$ cat config.mk
export PLATFORM = sky130hd
export DESIGN_NAME = tlbw_ram
export DESIGN_NICKNAME = d
export VERILOG_FILES = /design/src/sv/tlbw_ram.sv
export SDC_FILE = /design/constraint.sdc
export NUM_CORES = 1
export LEC_CHECK = 0
export BUFFER_PORTS_ARGS = -buffer_cell sky130_fd_sc_hd__clkbuf_2
export CAP_MARGIN = 30
export CORE_MARGIN = 1.5
export CORE_UTILIZATION = 45
export CTS_CLUSTER_SIZE = 28
export DETAILED_ROUTE_END_ITERATION = 10
export PLACE_DENSITY = 0.64
export SYNTH_ARGS = -nofsm -noshare
export SYNTH_HDL_FRONTEND = slang
export SYNTH_SLANG_ARGS = --single-unit
$ cat constraint.sdc
create_clock -name clk -period 1.8 [get_ports clk]
set_input_delay 0.36 -clock clk [delete_from_list [all_inputs] [get_ports clk]]
set_output_delay 0.36 -clock clk [all_outputs]
set_load 0.05 [all_outputs]
$ cat src/sv/tlbw_ram.sv
// Generic single-write, single-read RAM with registered read data.
// No dependencies.
`timescale 1ns / 1ps
module tlbw_ram #(
	parameter int WIDTH = 8,
	parameter int DEPTH = 16
) (
	input  logic                     clk,
	input  logic                     we,
	input  logic [$clog2(DEPTH)-1:0] waddr,
	input  logic [WIDTH-1:0]         wdata,
	input  logic                     re,
	input  logic [$clog2(DEPTH)-1:0] raddr,
	output logic [WIDTH-1:0]         rdata
);
	logic [WIDTH-1:0] mem_q [DEPTH];

	always_ff @(posedge clk) begin
		if (we) begin
			mem_q[waddr] <= wdata;
		end
		if (re) begin
			rdata <= mem_q[raddr];
		end
	end
endmodule

==> flow_summary_export.csv, run 1 <==
group,metric,value,unit
final_layout,fillCellCount,840,
global_route,grt_pass1_wl,15300,um
logic_synthesis,synthCells,229,
logic_synthesis,async_flop_share,0,
logic_synthesis,synth_fp_nets,248,
drt,first_pass_iters,4,
logic_synthesis,synth_cell_type_count,18,
critical_path,r2r_slack,0.29,ns
hold_path,hold_path_class,"in -> reg",
global_route,grt_use_total,0.178,
clocking,path_clk_slew,0.06,ns
drt,finalWirelength,9990,um
critical_path,required,1.95,ns
global_route,antenna_found_initial,0,
pwr,powerDensity,1210,nW/um^2
critical_path,cp_max_fo,1,
clocking,htreeDepth,4,
critical_path,crit_type,"reg -> reg",
final_layout,antennaDiodeCount,0,
logic_synthesis,synth_top_area_frac,0.781,
logic_synthesis,synth_top_cell_by_area,"edfxtp_1",
pwr,power_frac_clock,0.481,
clocking,cts-resized-gates,0,
clocking,cts_tree,"yes",
global_route,grt_max_degree,22,
critical_path,endpoint_kind,"register",
clocking,cts_hold_buf,0,
global_route,grt_pass1_vias,2541,
logic_synthesis,synthFlopType,"edfxtp_1",
placed_design,port_buffers,26,
die,core,11400,um^2
drt,drc_errors,0,
global_route,globalRouteOverflowTotal,0,
sta,fin_crit_sh,0.841,
logic_synthesis,yosysWarnings,0,
critical_path,r2r_cells,3,
clocking,clockBufferDepth,2,
sta,hold_violations,0,
drt,wl_met3,606,um
logic_synthesis,synth_edf_count,136,
final_layout,final_cell_count_no_fill,443,
sta,tightest_slew,0.778,ns
drt,route.antenna.remaining_nets,0,
die,die_w,111,um
sta,max_slew_margin,0.480,
pwr,p_comb_frac,0.050,
logic_synthesis,syn_area,5230,um^2
pwr,pwr-share-seq,0.469,
pwr,ir_drop,675,uV
drt,maxUsedRoutingLayer,"met4",
sta,finClkSkew,0.00918,ns
run,maxCapViolCount,0,
critical_path,arrival,1.66,ns
sta,slew_viol_final,0,
placed_design,gp_congestion,0.725,
die,die_h,111,um
die,initial_core_util,0.460,
drt,wl_per_cell,22.6,um
logic_synthesis,ys_ff_latch,136,
final_layout,layout-drive-gt1-share,0.327,
pwr,swShare,0.196,
sta,holdWs,0.354,ns
final_layout,syn_to_final_growth,20.5,%
final_layout,final_nets,306,
clocking,clockRootBuffer,"clkbuf_16",
sta,fmax,660,MHz
critical_path,crit_path_start_kind,"register",
placed_design,placed_cells,411,
logic_synthesis,yosysSeqAreaShare,0.781,
clocking,cts_made_buffers,17,
die,row_count,39,
die,die_area,12300,um^2
critical_path,crit_buf_inv,0,
critical_path,path_cells,"mux4_1 > a22oi_1 > nand2_1",
hold_path,whs_path_depth,1,
clocking,clock_sinks,136,
hold_path,hp-start,"wdata[2]",
clocking,post-cts-setup-buffers,0,
logic_synthesis,synth.avg_cell_area,22.8,um^2
sta,setup_viol,0,
drt,first_iter_violations,177,
critical_path,crit_slowest_cell,"mux4_1",
die,io_pins,27,
status,status,"finished, final reports clean",
logic_synthesis,synthTopCellsByArea,"edfxtp_1 (78%), mux4_2 (7.8%), mux4_1 (7.0%)",
hold_path,worstHoldEndpoint,"mem_q[6][2]",
drt,wl_met2,4960,um
drt,wirelength_met1,4290,um
drt,vias,2484,
pwr,p_leak,2.14,nW
critical_path,cp_slowest_stage_delay,0.52,ns
critical_path,path_delay_family,"multiplexers",
critical_path,reg2reg_from,"mem_q[1][5]",
drt,viasPerCell,5.61,
critical_path,r2r-end,"rdata[5]",
pwr,power.internal,6.15,mW
placed_design,place_hpwl,6260,um
clocking,insertion_delay,0.42,ns
pwr,p_sw,1.50,mW
sta,rsz0062_at_grt,"no",
sta,fin_crit,1.51,ns
sta,setup_tns,0,ns
-- layout by cell type, fill, tap and decap left out --
master      netlist  routed
nor2_1           13      13
clkbuf_2          0      26
and2_1            1       1
edfxtp_1        136     136
nor2b_1           1       1
clkbuf_16         0      17
nand3b_1          2       2
clkbuf_1          0       1
nor3_2            0       1
and2b_1           1       1
clkinv_2          0       2
mux4_2           18      18
a22oi_1          16      16
clkinv_1          0       2
or3b_2            1       1
buf_4             1      20
nand2_1           9       9
clkinvlp_4        0       5
mux4_1           14      14
buf_12            0       3
nor3_1            4       3
nand3_1           1       1
nand2b_1          2       2
bufinv_16         0       5
-- per-layer routing --
metal / up-vias / track usage
li1: 1101 / -
met1: 1279 / 0.240
met2: 92 / 0.277
met3: 12 / 0.0530
met4: 0 / 0.0692
met5: - / 0
-- kinds of logic after synthesis --
family,after synthesis,synth area share
flops,136,0.781
buf+inv,10,0.0165
mux,32,0.148
compound gates,16,0.0230
simple gates,35,0.0314
-- state kept, by name, summed over array words and instances, names as in the netlist --
name,cells
mem_q,128
rdata,8
-- synthesized netlist by cell type (2+ instances only) --
cell type	count
a22oi_1	16
mux4_1	14
edfxtp_1	136
mux4_2	18
nor3_1	4
nand2b_1	2
buf_2	3
buf_6	3
nand2_1	9
nor2_1	13
nand3b_1	2
clkdlybuf4s25_2	3
-- power groups by stage --
| stage | Clock (mW) | Sequential, mW | Combinational, mW |
|---|---|---|---|
| floorplan | 0 | 3.70 | 0.180 |
| global placement | 0 | 3.65 | 0.386 |
| detailed placement | 0 | 3.66 | 0.393 |
| CTS | 3.72 | 3.59 | 0.393 |
| global route | 3.88 | 3.59 | 0.414 |
| finish | 3.68 | 3.59 | 0.384 |
-- metrics by stage --
stage / power, mW / setup WS (ns) / utilization / instance area (um^2)
floorplan: 3.88 / 0.158 / - / 5230
global placement: 4.04 / -0.157 / 0.498 / 5670
detailed placement: 4.05 / -0.163 / 0.498 / 5670
CTS: 7.70 / 0.277 / 0.554 / 6300
global route: 7.88 / 0.224 / 0.554 / 6300
finish: 7.65 / 0.286 / 0.554 / 6300
-- cell type report --
cell class                      count  area [um^2]  area share
Tap cell                          143          179      0.0284
Timing Repair Buffer               49          340      0.0540
Sequential cell                   136         4080       0.648
Clock buffer                       18          429      0.0681
Multi-Input combinational cell     83         1060       0.169
Clock inverter                     14          205      0.0326
-- how the worst max path moves through the flow --
stage	endpoint	from	cells after the start	slack [ns]
3_3_place_gp	rdata[5]	raddr[0]	5	-0.16
5_1_grt	rdata[1]	raddr[0]	5	0.22
4_1_cts	rdata[5]	mem_q[2][5]	3	0.28
2_1_floorplan	rdata[1]	raddr[0]	5	0.16
6_report	rdata[5]	mem_q[1][5]	3	0.29
3_5_place_dp	rdata[5]	raddr[0]	5	-0.16
(Power assumes the default switching activity.)
==> inputs of run 2 (changes only) <==
==> constraint.sdc (replaced) <==
create_clock -name clk -period 1.2 [get_ports clk]
set_input_delay 0.24 -clock clk [delete_from_list [all_inputs] [get_ports clk]]
set_output_delay 0.24 -clock clk [all_outputs]
set_load 0.05 [all_outputs]
==> run 2 against run 1 <==
Net effect:
- the run now ends with negative setup slack left
- clock power grew 29%
- combinational power increased by 81%
- sequential power up 50%
- via count up 0.20%
- largest cell class unchanged
- register-to-register slack worse by 0.47 ns
- critical path depth unchanged
- cell count increased by 1.1%
- worst setup slack worse by 0.47 ns
- critical path type unchanged
- die area is the same
- non-clock buffer count increased by 6
- sequential share of layout area fell by 2.4 points
==> flow_summary_export.csv, run 2 (synthesis gave the netlist of run 1 again) <==
group,metric,value,unit
status,status,"finished with violations",
status,violations,"negative setup slack",
clocking,path_clk_slew,0.06,ns
die,io_pins,27,
clocking,insertion_delay,0.41,ns
critical_path,r2r_cells,3,
final_layout,top_register,"mem_q",
global_route,grt_pass1_vias,2691,
drt,first_pass_iters,4,
drt,drc_errors,0,
drt,route.antenna.remaining_nets,0,
sta,finClkSkew,0.0113,ns
critical_path,crit_slowest_cell,"mux4_2",
die,die_h,111,um
hold_path,whs_path_depth,1,
critical_path,r2r-end,"rdata[4]",
final_layout,final_cell_count_no_fill,448,
final_layout,layout_common_cells,"edfxtp_1 (136), mux4_2 (32), clkbuf_2 (18)",
clocking,clock_sinks,136,
final_layout,final_nets,312,
pwr,ir_drop,1070,uV
critical_path,endpoint_kind,"register",
critical_path,crit_type,"reg -> reg",
pwr,powerDensity,1660,nW/um^2
critical_path,r2r_slack,-0.19,ns
critical_path,required,1.35,ns
global_route,antenna_found_initial,0,
critical_path,arrival,1.54,ns
critical_path,reg2reg_from,"mem_q[3][4]",
critical_path,cp_slowest_stage_delay,0.49,ns
placed_design,placement.cell_area,5860,um^2
sta,setup_tns,-1.55,ns
placed_design,gp_congestion,0.722,
run,maxCapViolCount,0,
sta,slew_viol_final,0,
clocking,htreeDepth,4,
die,initial_core_util,0.460,
drt,finalWirelength,9580,um
sta,fin_crit_sh,1.16,
global_route,grt_pass1_wl,15300,um
hold_path,worstHoldEndpoint,"rdata[0]",
die,core,11400,um^2
placed_design,port_buffers,26,
critical_path,crit_path_start_kind,"register",
final_layout,syn_to_final_growth,25.1,%
clocking,cts_made_buffers,17,
drt,vias,2489,
hold_path,hold_path_class,"in -> reg",
clocking,cts_tree,"yes",
hold_path,hp-start,"re",
critical_path,path_cells,"mux4_2 > a22oi_2 > nand2_1",
sta,fmax,721,MHz
drt,wl_per_cell,21.4,um
placed_design,place_hpwl,6320,um
global_route,grt_max_degree,18,
die,die_area,12300,um^2
clocking,clockRootBuffer,"clkbuf_16",
pwr,p_leak,2.15,nW
final_layout,final_design_area_no_fill,6540,um^2
die,row_count,39,
clocking,clockBufferDepth,2,
sta,hold_violations,0,
drt,first_iter_violations,154,
final_layout,final_common_cell,"edfxtp_1",
sta,max_slew_margin,0.356,
final_layout,antennaDiodeCount,0,
final_layout,layout-drive-gt1-share,0.466,
global_route,grt_use_total,0.170,
final_layout,largest_reg_flops,128,
final_layout,biggestRegsByFlops,"mem_q x128, rdata x8",
drt,viasPerCell,5.56,
critical_path,cp_max_fo,1,
sta,fin_crit,1.39,ns
placed_design,placed_cells,417,
sta,setup_viol,15,
sta,rsz0062_at_grt,"yes",
sta,tightest_slew,0.962,ns
clocking,cts_hold_buf,0,
die,die_w,111,um
global_route,globalRouteOverflowTotal,0,
sta,setup_ws,-0.186,ns
run 2: cell types whose count changed in the layout (fill, tap and decap cells not counted), moves of 4 or more:
cell / before / now
nor2_1: 13 / 5
clkbuf_8: 0 / 5
a22oi_1: 16 / 4
buf_4: 20 / 15
buf_12: 3 / 14
mux4_1: 14 / 0
clkbuf_2: 26 / 18
bufinv_16: 5 / 1
nor2_2: 0 / 5
mux4_2: 18 / 32
a22oi_2: 0 / 12
run 2: how the worst max path moves through the flow:
stage	from	to	slack, ns	cells after the start
final	mem_q[3][4]	rdata[4]	-0.19	3
after CTS	mem_q[10][2]	rdata[2]	-0.19	3
after floorplan	raddr[0]	rdata[1]	-0.24	5
after global placement	raddr[0]	rdata[0]	-0.58	5
after detailed placement	raddr[0]	rdata[0]	-0.57	5
after global routing	mem_q[3][6]	rdata[6]	-0.25	3
run 2: layout make-up:
type / instances / area, um^2
Tap cell: 143 / 179
Sequential cell: 136 / 4080
Timing Repair Buffer: 55 / 597
Clock buffer: 17 / 425
Multi-Input combinational cell: 83 / 1130
Fill cell: 835 / 4830
Clock inverter: 14 / 126
run 2: critical path: cells and delay by family, from the launching register on:
kind	cells	cell delay [ns]
mux	1	0.49
simple gates	1	0.07
flops	1	0.37
compound gates	1	0.20
run 2: metrics by stage:
| stage | power (mW) | hold WS (ns) | utilization | setup WS, ns |
|---|---|---|---|---|
| 5_1_grt | 11.2 | 0.215 | 0.575 | -0.253 |
| 3_5_place_dp | 6.13 | 0.637 | 0.515 | -0.571 |
| 2_1_floorplan | 5.86 | 0.339 | - | -0.240 |
| 3_3_place_gp | 6.11 | 0.647 | 0.515 | -0.584 |
| 4_1_cts | 10.9 | 0.216 | 0.573 | -0.189 |
| 6_report | 10.8 | 0.231 | 0.575 | -0.186 |
run 2: metal layers:
metal	up-vias	wire [um]	track usage
met4	0	70	0.0590
met1	1303	4110	0.223
li1	1096	-	-
met2	83	4980	0.281
met5	-	0	0
met3	7	424	0.0421
run 2: timing repair:
item,CTS,global route
setup endpoints to repair,16,16
buffers inserted,0,0
pin swaps,4,4
gates resized for setup,25,7
run 2: where the power goes:
| group | internal (mW) | switching [mW] |
|---|---|---|
| Combinational | 0.312 | 0.384 |
| Sequential | 5.35 | 0.0355 |
| Clock | 2.84 | 1.91 |
