## config.mk

```make
export PLATFORM = sky130hd
export DESIGN_NAME = tlbw_cell
export DESIGN_NICKNAME = d
export VERILOG_FILES = /design/src/sv/tlbw_pkg.sv /design/src/sv/tlbw_cell.sv
export SDC_FILE = /design/constraint.sdc
export NUM_CORES = 1
export LEC_CHECK = 0
export BUFFER_PORTS_ARGS = -buffer_cell sky130_fd_sc_hd__buf_2
export CAP_MARGIN = 30
export CORE_UTILIZATION = 50
export DETAILED_ROUTE_END_ITERATION = 8
export PLACE_DENSITY = 0.84
export REMOVE_ABC_BUFFERS = 1
export SLEW_MARGIN = 25
export SYNTH_ARGS = -nofsm -noshare
export SYNTH_HDL_FRONTEND = slang
export SYNTH_SLANG_ARGS = --single-unit
```

## constraint.sdc

```tcl
create_clock -name clk -period 8.25 [get_ports clk]
set_input_delay 0.4125 -clock clk [delete_from_list [all_inputs] [get_ports clk]]
set_output_delay 0.4125 -clock clk [all_outputs]
set_load 0.01 [all_outputs]
```

## src/sv/tlbw_pkg.sv

```systemverilog
// Shared types and constants for the two-level page walk MMU.
// No dependencies; imported by every module of the block but tlbw_ram.
`timescale 1ns / 1ps
package tlbw_pkg;
	localparam int TLB_DEPTH_DEF   = 16;
	localparam int OUTER_W_DEF     = 10;
	localparam int INNER_W_DEF     = 10;
	localparam int PAGE_OFFSET_DEF = 12;
	localparam int FRAME_W         = 20;
	localparam int ADDR_W          = 32;
	localparam int CNT_W           = 32;

	localparam logic ACT_TRANSLATE = 1'b0;
	localparam logic ACT_MAP       = 1'b1;

	typedef enum logic [1:0] {
		ST_CLEAR,
		ST_IDLE,
		ST_LOOK
	} state_t;

	// Update command broadcast to every TLB cell.
	typedef struct packed {
		logic upd_hit;
		logic upd_fill;
		logic any_free;
	} cell_ctl_t;

	function automatic logic [CNT_W-1:0] sat_add(input logic [CNT_W-1:0] v,
			input logic [1:0] inc);
		logic [CNT_W:0] s;
		s = {1'b0, v} + {{(CNT_W-1){1'b0}}, inc};
		return s[CNT_W] ? {CNT_W{1'b1}} : s[CNT_W-1:0];
	endfunction
endpackage

```

## src/sv/tlbw_cell.sv

```systemverilog
// One TLB entry cell: tag, frame, valid and LRU age; passes match and
// free-slot search along the chain. Depends on tlbw_pkg.
`timescale 1ns / 1ps
module tlbw_cell import tlbw_pkg::*; #(
	parameter int VPN_W = 20,
	parameter int AGE_W = 4,
	parameter int DEPTH = 16
) (
	input  logic               clk,
	input  logic               arst_n,
	input  cell_ctl_t          ctl,
	input  logic [VPN_W-1:0]   vpn,
	input  logic [FRAME_W-1:0] fill_frame,
	input  logic [AGE_W-1:0]   ref_age,
	input  logic               match_in,
	input  logic [FRAME_W-1:0] frame_in,
	input  logic [AGE_W-1:0]   age_in,
	input  logic               free_in,
	output logic               match_out,
	output logic [FRAME_W-1:0] frame_out,
	output logic [AGE_W-1:0]   age_out,
	output logic               free_out
);
	localparam logic [AGE_W-1:0] OLDEST = AGE_W'(DEPTH - 1);

	logic               valid_q;
	logic [VPN_W-1:0]   page_q;
	logic [FRAME_W-1:0] frame_q;
	logic [AGE_W-1:0]   age_q;
	logic               hit_sel, victim, target;

	assign hit_sel   = valid_q && (page_q == vpn) && !match_in;
	assign match_out = match_in || hit_sel;
	assign frame_out = hit_sel ? frame_q : frame_in;
	assign age_out   = hit_sel ? age_q : age_in;
	assign free_out  = free_in || !valid_q;
	// first invalid slot, else the oldest entry when the table is full
	assign victim    = ctl.any_free ? (!valid_q && !free_in) : (age_q == OLDEST);
	assign target    = (ctl.upd_hit && hit_sel) || (ctl.upd_fill && victim);

	always_ff @(posedge clk or negedge arst_n) begin
		if (!arst_n) begin
			valid_q <= 1'b0;
			age_q   <= '0;
		end else if (ctl.upd_hit || ctl.upd_fill) begin
			if (target) begin
				age_q <= '0;
				if (ctl.upd_fill) begin
					valid_q <= 1'b1;
				end
			end else if (valid_q && age_q < ref_age) begin
				age_q <= age_q + 1'b1;
			end
		end
	end

	always_ff @(posedge clk) begin
		if (ctl.upd_fill && target) begin
			page_q  <= vpn;
			frame_q <= fill_frame;
		end
	end
endmodule

```

==> results of run 1 <==
==> worst max-delay path: stages (launching register included) <==
cell      delay (ns)
edfxtp_1        0.40
xnor2_1         0.17
nand4_1         0.13
nor4_2          0.34
nand2_2         0.15
nor2_8          0.45
mux2_2          0.39
buf_2           0.14
==> metal layers <==
layer | track usage, % | vias to the layer above | wire length, microns
met2 | 33.6 | 54 | 2060
met4 | 8.67 | 0 | 76
met5 | 0 | - | 0
met1 | 20.5 | 687 | 1600
li1 | - | 734 | -
met3 | 7.57 | 9 | 314
==> worst min-delay path by stage <==
stage | start | cells after the start | endpoint
3_5_place_dp | arst_n | 1 | age_q[2]
6_report | fill_frame[8] | 1 | frame_q[8]
5_1_grt | fill_frame[6] | 1 | frame_q[6]
3_3_place_gp | arst_n | 1 | age_q[2]
4_1_cts | fill_frame[7] | 1 | frame_q[7]
2_1_floorplan | arst_n | 0 | age_q[0]
==> registers in the layout (all words and copies together) (netlist names) <==
signal   flops
age_q        4
valid_q      1
frame_q     20
page_q      20
==> report_power, final <==
part / leakage [uW] / total, uW / switching, uW / internal [uW]
clock network: 0.0000542 / 145 / 69.6 / 75.6
logic: 0.000742 / 106 / 46.4 / 59.5
registers: 0.000419 / 285 / 17.8 / 267
total: 0.00121 / 536 / 134 / 402
==> synthesized netlist by cell type <==
cell	number
mux2_4	20
a22o_1	1
nor3b_1	1
or3b_2	1
nand2_2	1
nand4_1	4
buf_12	2
inv_1	4
dfrtp_1	5
or2b_1	1
a21o_1	2
mux2_2	5
a211oi_1	2
o21a_1	2
nand3_1	4
o211ai_1	1
o2111a_1	1
or3_1	1
nor4_2	1
nand2b_1	1
ha_1	4
nand2_1	5
nor2_1	3
a21oi_1	1
edfxtp_1	40
or2_2	2
and4b_2	1
o21ai_0	1
nand3b_1	1
xnor2_1	20
nor2_8	1
==> cells in the final DEF, fill, tap and decap left out, drive strengths merged, types with 2 or more instances in the layout <==
| master | instances |
|---|---|
| buf | 100 |
| edfxtp | 40 |
| mux2 | 25 |
| xnor2 | 20 |
| clkbuf | 7 |
| nand2 | 6 |
| dfrtp | 5 |
| inv | 4 |
| nand4 | 4 |
| nand3 | 4 |
| ha | 4 |
| nor2 | 4 |
| a21o | 2 |
| a211oi | 2 |
| or2 | 2 |
| o21a | 2 |
==> final cells by class <==
| cell class | count | area [sq um] | area share, % |
|---|---|---|---|
| clock inverter | 1 | 5.00 | 0.175 |
| timing repair buffer | 101 | 510 | 17.8 |
| multi-input combinational | 88 | 847 | 29.6 |
| tap | 50 | 62.6 | 2.19 |
| clock buffer | 7 | 96.3 | 3.37 |
| inverter | 4 | 15.0 | 0.524 |
| sequential | 45 | 1330 | 46.3 |
==> cells by family after synthesis <==
group | Yosys count | share of synthesized area, %
buffers and inverters | 6 | 2.47
adder cells (fa/ha/maj) | 4 | 2.25
multiplexers | 25 | 16.0
XOR/XNOR | 20 | 7.87
AND/OR/NAND/NOR | 28 | 8.15
flip-flops | 45 | 59.6
AO/OA/AOI/OAI | 11 | 3.71
==> through the flow <==
| step | cell area (sq um) | hold slack (ns) |
|---|---|---|
| 2_1_floorplan | 2190 | 0.117 |
| 3_3_place_gp | 2750 | 0.237 |
| 3_5_place_dp | 2750 | 0.237 |
| 4_1_cts | 2860 | 0.278 |
| 5_1_grt | 2860 | 0.270 |
| 6_report | 2860 | 0.286 |
==> flow_summary_export.csv, run 1 <==
group,metric,value,unit
placement,portBuffers,100,
logic_synthesis,syn_area,2230,sq um
timing,setup_viol,0,
finish,fillers,315,
die,die_area,4730,sq um
power,ir_drop,0.149,mV
clock_network,cts_sinks,45,
timing,max_freq,348,MHz
timing,hold_viol,0,
die,top_level_ports,101,
placement,hpwl,3.12,mm
critical_path,worstPathArrival,2.46,ns
placement,dp.cells,287,
route,drt_iter0_markers,64,
timing,rsz0062_at_grt,"false",
critical_path,r2r_end,"frame_q[1]",
die,coreArea,4140,sq um
clock_network,htree_levels,2,
timing,totalNegativeSetupSlack,0,ns
critical_path,reg2reg_from,"page_q[0]",
route,wl_per_cell,13.7,microns
route,dr.pass1.iters,4,
grt,grt_overflow,0,
critical_path,crit_path_max_fanout,24,
finish,final_core_util,69.1,%
route,drc,0,
timing,layout_setup_ws,5.38,ns
power,power.density,187,nW/um^2
power,leakage,0.00121,uW
die,rows,23,
placement,place_congestion,0.847,
logic_synthesis,ys_warn_count,0,
grt,grt_start_max_net_pins,42,
critical_path,cp.required,7.84,ns
clock_network,clock_path_buffers,2,
finish,diodes,0,
logic_synthesis,synth_area_leaders,"edfxtp_1, mux2_4, xnor2_1",
clock_network,cts_tree,"yes",
clock_network,cts_root_buf,"clkbuf_8",
critical_path,rrSetupSlack,5.73,ns
grt,grt_usage,19.3,%
placement,place_ws,5.51,ns
critical_path,reg2regPathDepth,5,
logic_synthesis,netlist_instances,139,
route,ant_nets,0,
timing,worstMarginPinSlew,0.934,ns
grt,grt_pass1_wl,6.40,mm
logic_synthesis,synth_cell_types,31,
clock_network,cts_resized,0,
timing,finClkSkew,0.00722,ns
clock_network,cts-hold-fix-buffers,1,
logic_synthesis,postSynthAreaPerCell,16.0,sq um
critical_path,endpoint,"frame_out[19]",
critical_path,endpoint_kind,"output port",
worst_hold_path,hp-class,"input port to flip-flop",
critical_path,startpoint_type,"flip-flop",
die,initial_utilization,53.7,%
finish,drive_above_1_share,57.3,%
grt,antenna_found_initial,0,
timing,slew_headroom,37.8,%
logic_synthesis,synth_top_cell_by_area,"edfxtp_1",
critical_path,cp-startpoint,"page_q[0]",
power,total_power,536,uW
logic_synthesis,synth_seq_area_share,59.6,%
finish,syn2layout_area_growth,28.5,%
logic_synthesis,yosys_register_bits,45,
timing,drv_slew,0,
grt,first_global_vias,1479,
run,cap_violations,0,
logic_synthesis,synth_top_area_share,53.9,%
critical_path,critical_path_class,"flip-flop to output port",
die,die_y,68.7,microns
route,vias,1484,
clock_network,post_cts_buffers,0,
timing,timing.final.crit_share,34.8,%
route,drt_wl_total,4.06,mm
finish,final_cell_count_no_fill,296,
die,die_w,68.7,microns
clock_network,clkTransAtPathRegs,0.08,ns
route,viasPerCell,5.01,
clock_network,clock_insertion_delay_worst_skew,0.30,ns
clock_network,numCtsBuffers,5,
finish,nets,324,
timing,fin_crit,2.87,ns
status,outcome,"complete, no violations",
No activity file was read; power rests on OpenSTA's default activity.
==> inputs of run 2 (changes only) <==
--- a/config.mk
+++ b/config.mk
@@ -7,9 +7,9 @@
 export LEC_CHECK = 0
 export BUFFER_PORTS_ARGS = -buffer_cell sky130_fd_sc_hd__buf_2
 export CAP_MARGIN = 30
-export CORE_UTILIZATION = 50
+export CORE_UTILIZATION = 42
 export DETAILED_ROUTE_END_ITERATION = 8
-export PLACE_DENSITY = 0.84
+export PLACE_DENSITY = 0.76
 export REMOVE_ABC_BUFFERS = 1
 export SLEW_MARGIN = 25
 export SYNTH_ARGS = -nofsm -noshare
==> constraint.sdc (replaced) <==
create_clock -name clk -period 2.6 [get_ports clk]
set_input_delay 0.13 -clock clk [delete_from_list [all_inputs] [get_ports clk]]
set_output_delay 0.13 -clock clk [all_outputs]
set_load 0.01 [all_outputs]
==> flow_summary_export.csv, run 2 (synthesis gave the netlist of run 1 again) <==
group,metric,value,unit
status,outcome,"complete, no violations",
finish,drive_above_1_share,56.3,%
route,wl_per_cell,12.7,microns
route,viasPerCell,4.64,
grt,grt_usage,14.4,%
timing,rsz0062_at_grt,"false",
route,ant_nets,0,
critical_path,crit_path_max_incr_delay,0.38,ns
timing,drv_slew,0,
run,cap_violations,0,
clock_network,htree_levels,2,
timing,fin_crit,2.44,ns
timing,totalNegativeSetupSlack,0,ns
critical_path,path_cells,"xnor2_1 -> nand4_1 -> nor4_2 -> nand2_2 -> nor2_8 -> mux2_2 -> buf_2",
finish,syn2layout_area_growth,33.4,%
die,die_area,5600,sq um
timing,hold_viol,0,
die,top_level_ports,101,
die,rows,26,
finish,nets,332,
critical_path,worst_path_max_delay_cell,"edfxtp_1",
clock_network,cts_sinks,45,
finish,layout_commonest_cell,"buf_2",
placement,place_congestion,0.827,
route,drc,0,
clock_network,cts_root_buf,"clkbuf_8",
critical_path,cp.required,2.47,ns
route,dr.pass1.iters,4,
worst_hold_path,hp-class,"input port to flip-flop",
critical_path,startpoint_type,"flip-flop",
critical_path,critical_path_class,"flip-flop to output port",
finish,reg_top3,"frame_q (20), page_q (20), age_q (4)",
grt,grt_pass1_wl,5.91,mm
clock_network,numCtsBuffers,5,
clock_network,cts_tree,"yes",
clock_network,clock_path_buffers,2,
die,coreArea,5110,sq um
timing,hold_ws,0.0122,ns
grt,first_global_vias,1387,
grt,grt_overflow,0,
clock_network,cts_resized,0,
die,die_w,74.8,microns
timing,layout_setup_ws,0.155,ns
clock_network,clkTransAtPathRegs,0.08,ns
power,leakage,0.00124,uW
grt,antenna_found_initial,0,
clock_network,clock_insertion_delay_worst_skew,0.29,ns
timing,max_freq,409,MHz
route,vias,1504,
power,ir_drop,0.359,mV
die,initial_utilization,43.6,%
critical_path,worstPathArrival,2.31,ns
power,power.density,557,nW/um^2
timing,finClkSkew,0.00497,ns
timing,setup_viol,0,
route,drt_wl_total,4.10,mm
timing,slew_headroom,71.7,%
die,die_y,74.8,microns
placement,place_ws,0.330,ns
finish,final_cell_mix,"buf_2, edfxtp_1, xnor2_1, mux2_4, dlygate4sd3_1",
critical_path,crit_path_max_fanout,12,
timing,worstMarginPinSlew,0.422,ns
critical_path,endpoint_kind,"output port",
timing,timing.final.crit_share,94.0,%
placement,portBuffers,100,
finish,fillers,447,
placement,hpwl,3.12,mm
grt,grt_start_max_net_pins,33,
route,drt_iter0_markers,49,
finish,diodes,0,
[run 2: changes by cell type in the layout (fill, tap and decap cells not counted)]
cell,before,now
dlygate4sd3_1,1,6
buf_12,0,2
clkbuf_8,7,5
clkbuf_1,0,1
clkinv_2,1,2
nor2_4,0,1
[run 2: worst max-delay path, delay by kind of cell (launching register included)]
kind / cells / cell delay [ns]
AND/OR/NAND/NOR: 4 / 0.97
flip-flops: 1 / 0.38
multiplexers: 1 / 0.37
XOR/XNOR: 1 / 0.16
buffers and inverters: 1 / 0.14
[run 2: layout make-up]
class                   count  area, sq um  area share [%]
flip-flops and latches     45         1330            44.7
multi-input cells          89          858            28.9
repair buffers            108          601            20.2
well taps                  70         87.6            2.95
clock buffers               6         72.6            2.44
inverters                   4         15.0           0.505
clock inverters             2         10.0           0.337
[run 2: worst paths after layout]
check | from | endpoint | slack (ns) | cells past startpoint
max | page_q[1] | frame_out[0] | 0.16 | 7
min | fill_frame[15] | frame_q[15] | 0.01 | 1
max reg2reg | page_q[1] | frame_q[6] | 0.41 | 6
min reg2reg | valid_q | valid_q | 0.59 | 1
max in group asynchronous | arst_n | age_q[2] | 2.30 | 2
min in group asynchronous | arst_n | valid_q | 0.17 | 2
[run 2: stage by stage]
| stage | std cells | util (%) | area [sq um] | total power, uW |
|---|---|---|---|---|
| after floorplan | 137 | - | 2190 | 1120 |
| after global placement | 308 | 54.8 | 2800 | 1250 |
| after detailed placement | 308 | 54.8 | 2800 | 1260 |
| after CTS | 317 | 56.6 | 2890 | 1660 |
| after global routing | 324 | 58.2 | 2970 | 1750 |
| final | 324 | 58.2 | 2970 | 1660 |
[run 2: what timing repair did]
item | 4_1_cts | 5_1_grt
endpoints found under the hold margin | 5 | 5
setup endpoints to repair | 0 | 24
hold buffers | 1 | 5
setup buffers | 0 | 1
[run 2: power by group]
group,switching (uW),internal [uW],leakage (uW)
Clock,214,186,0.0000450
Sequential,60.0,846,0.000419
Combinational,153,197,0.000780
Total,426,1230,0.00124
[run 2: per-layer routing]
metal | track usage, % | vias up | share of wire [%] | wire length [microns]
met3 | 4.69 | 9 | 9.4 | 387
met4 | 5.45 | 0 | 1.6 | 65
li1 | - | 751 | - | -
met1 | 15.7 | 669 | 42 | 1720
met5 | 0 | - | 0 | 0
met2 | 25.9 | 75 | 47 | 1930
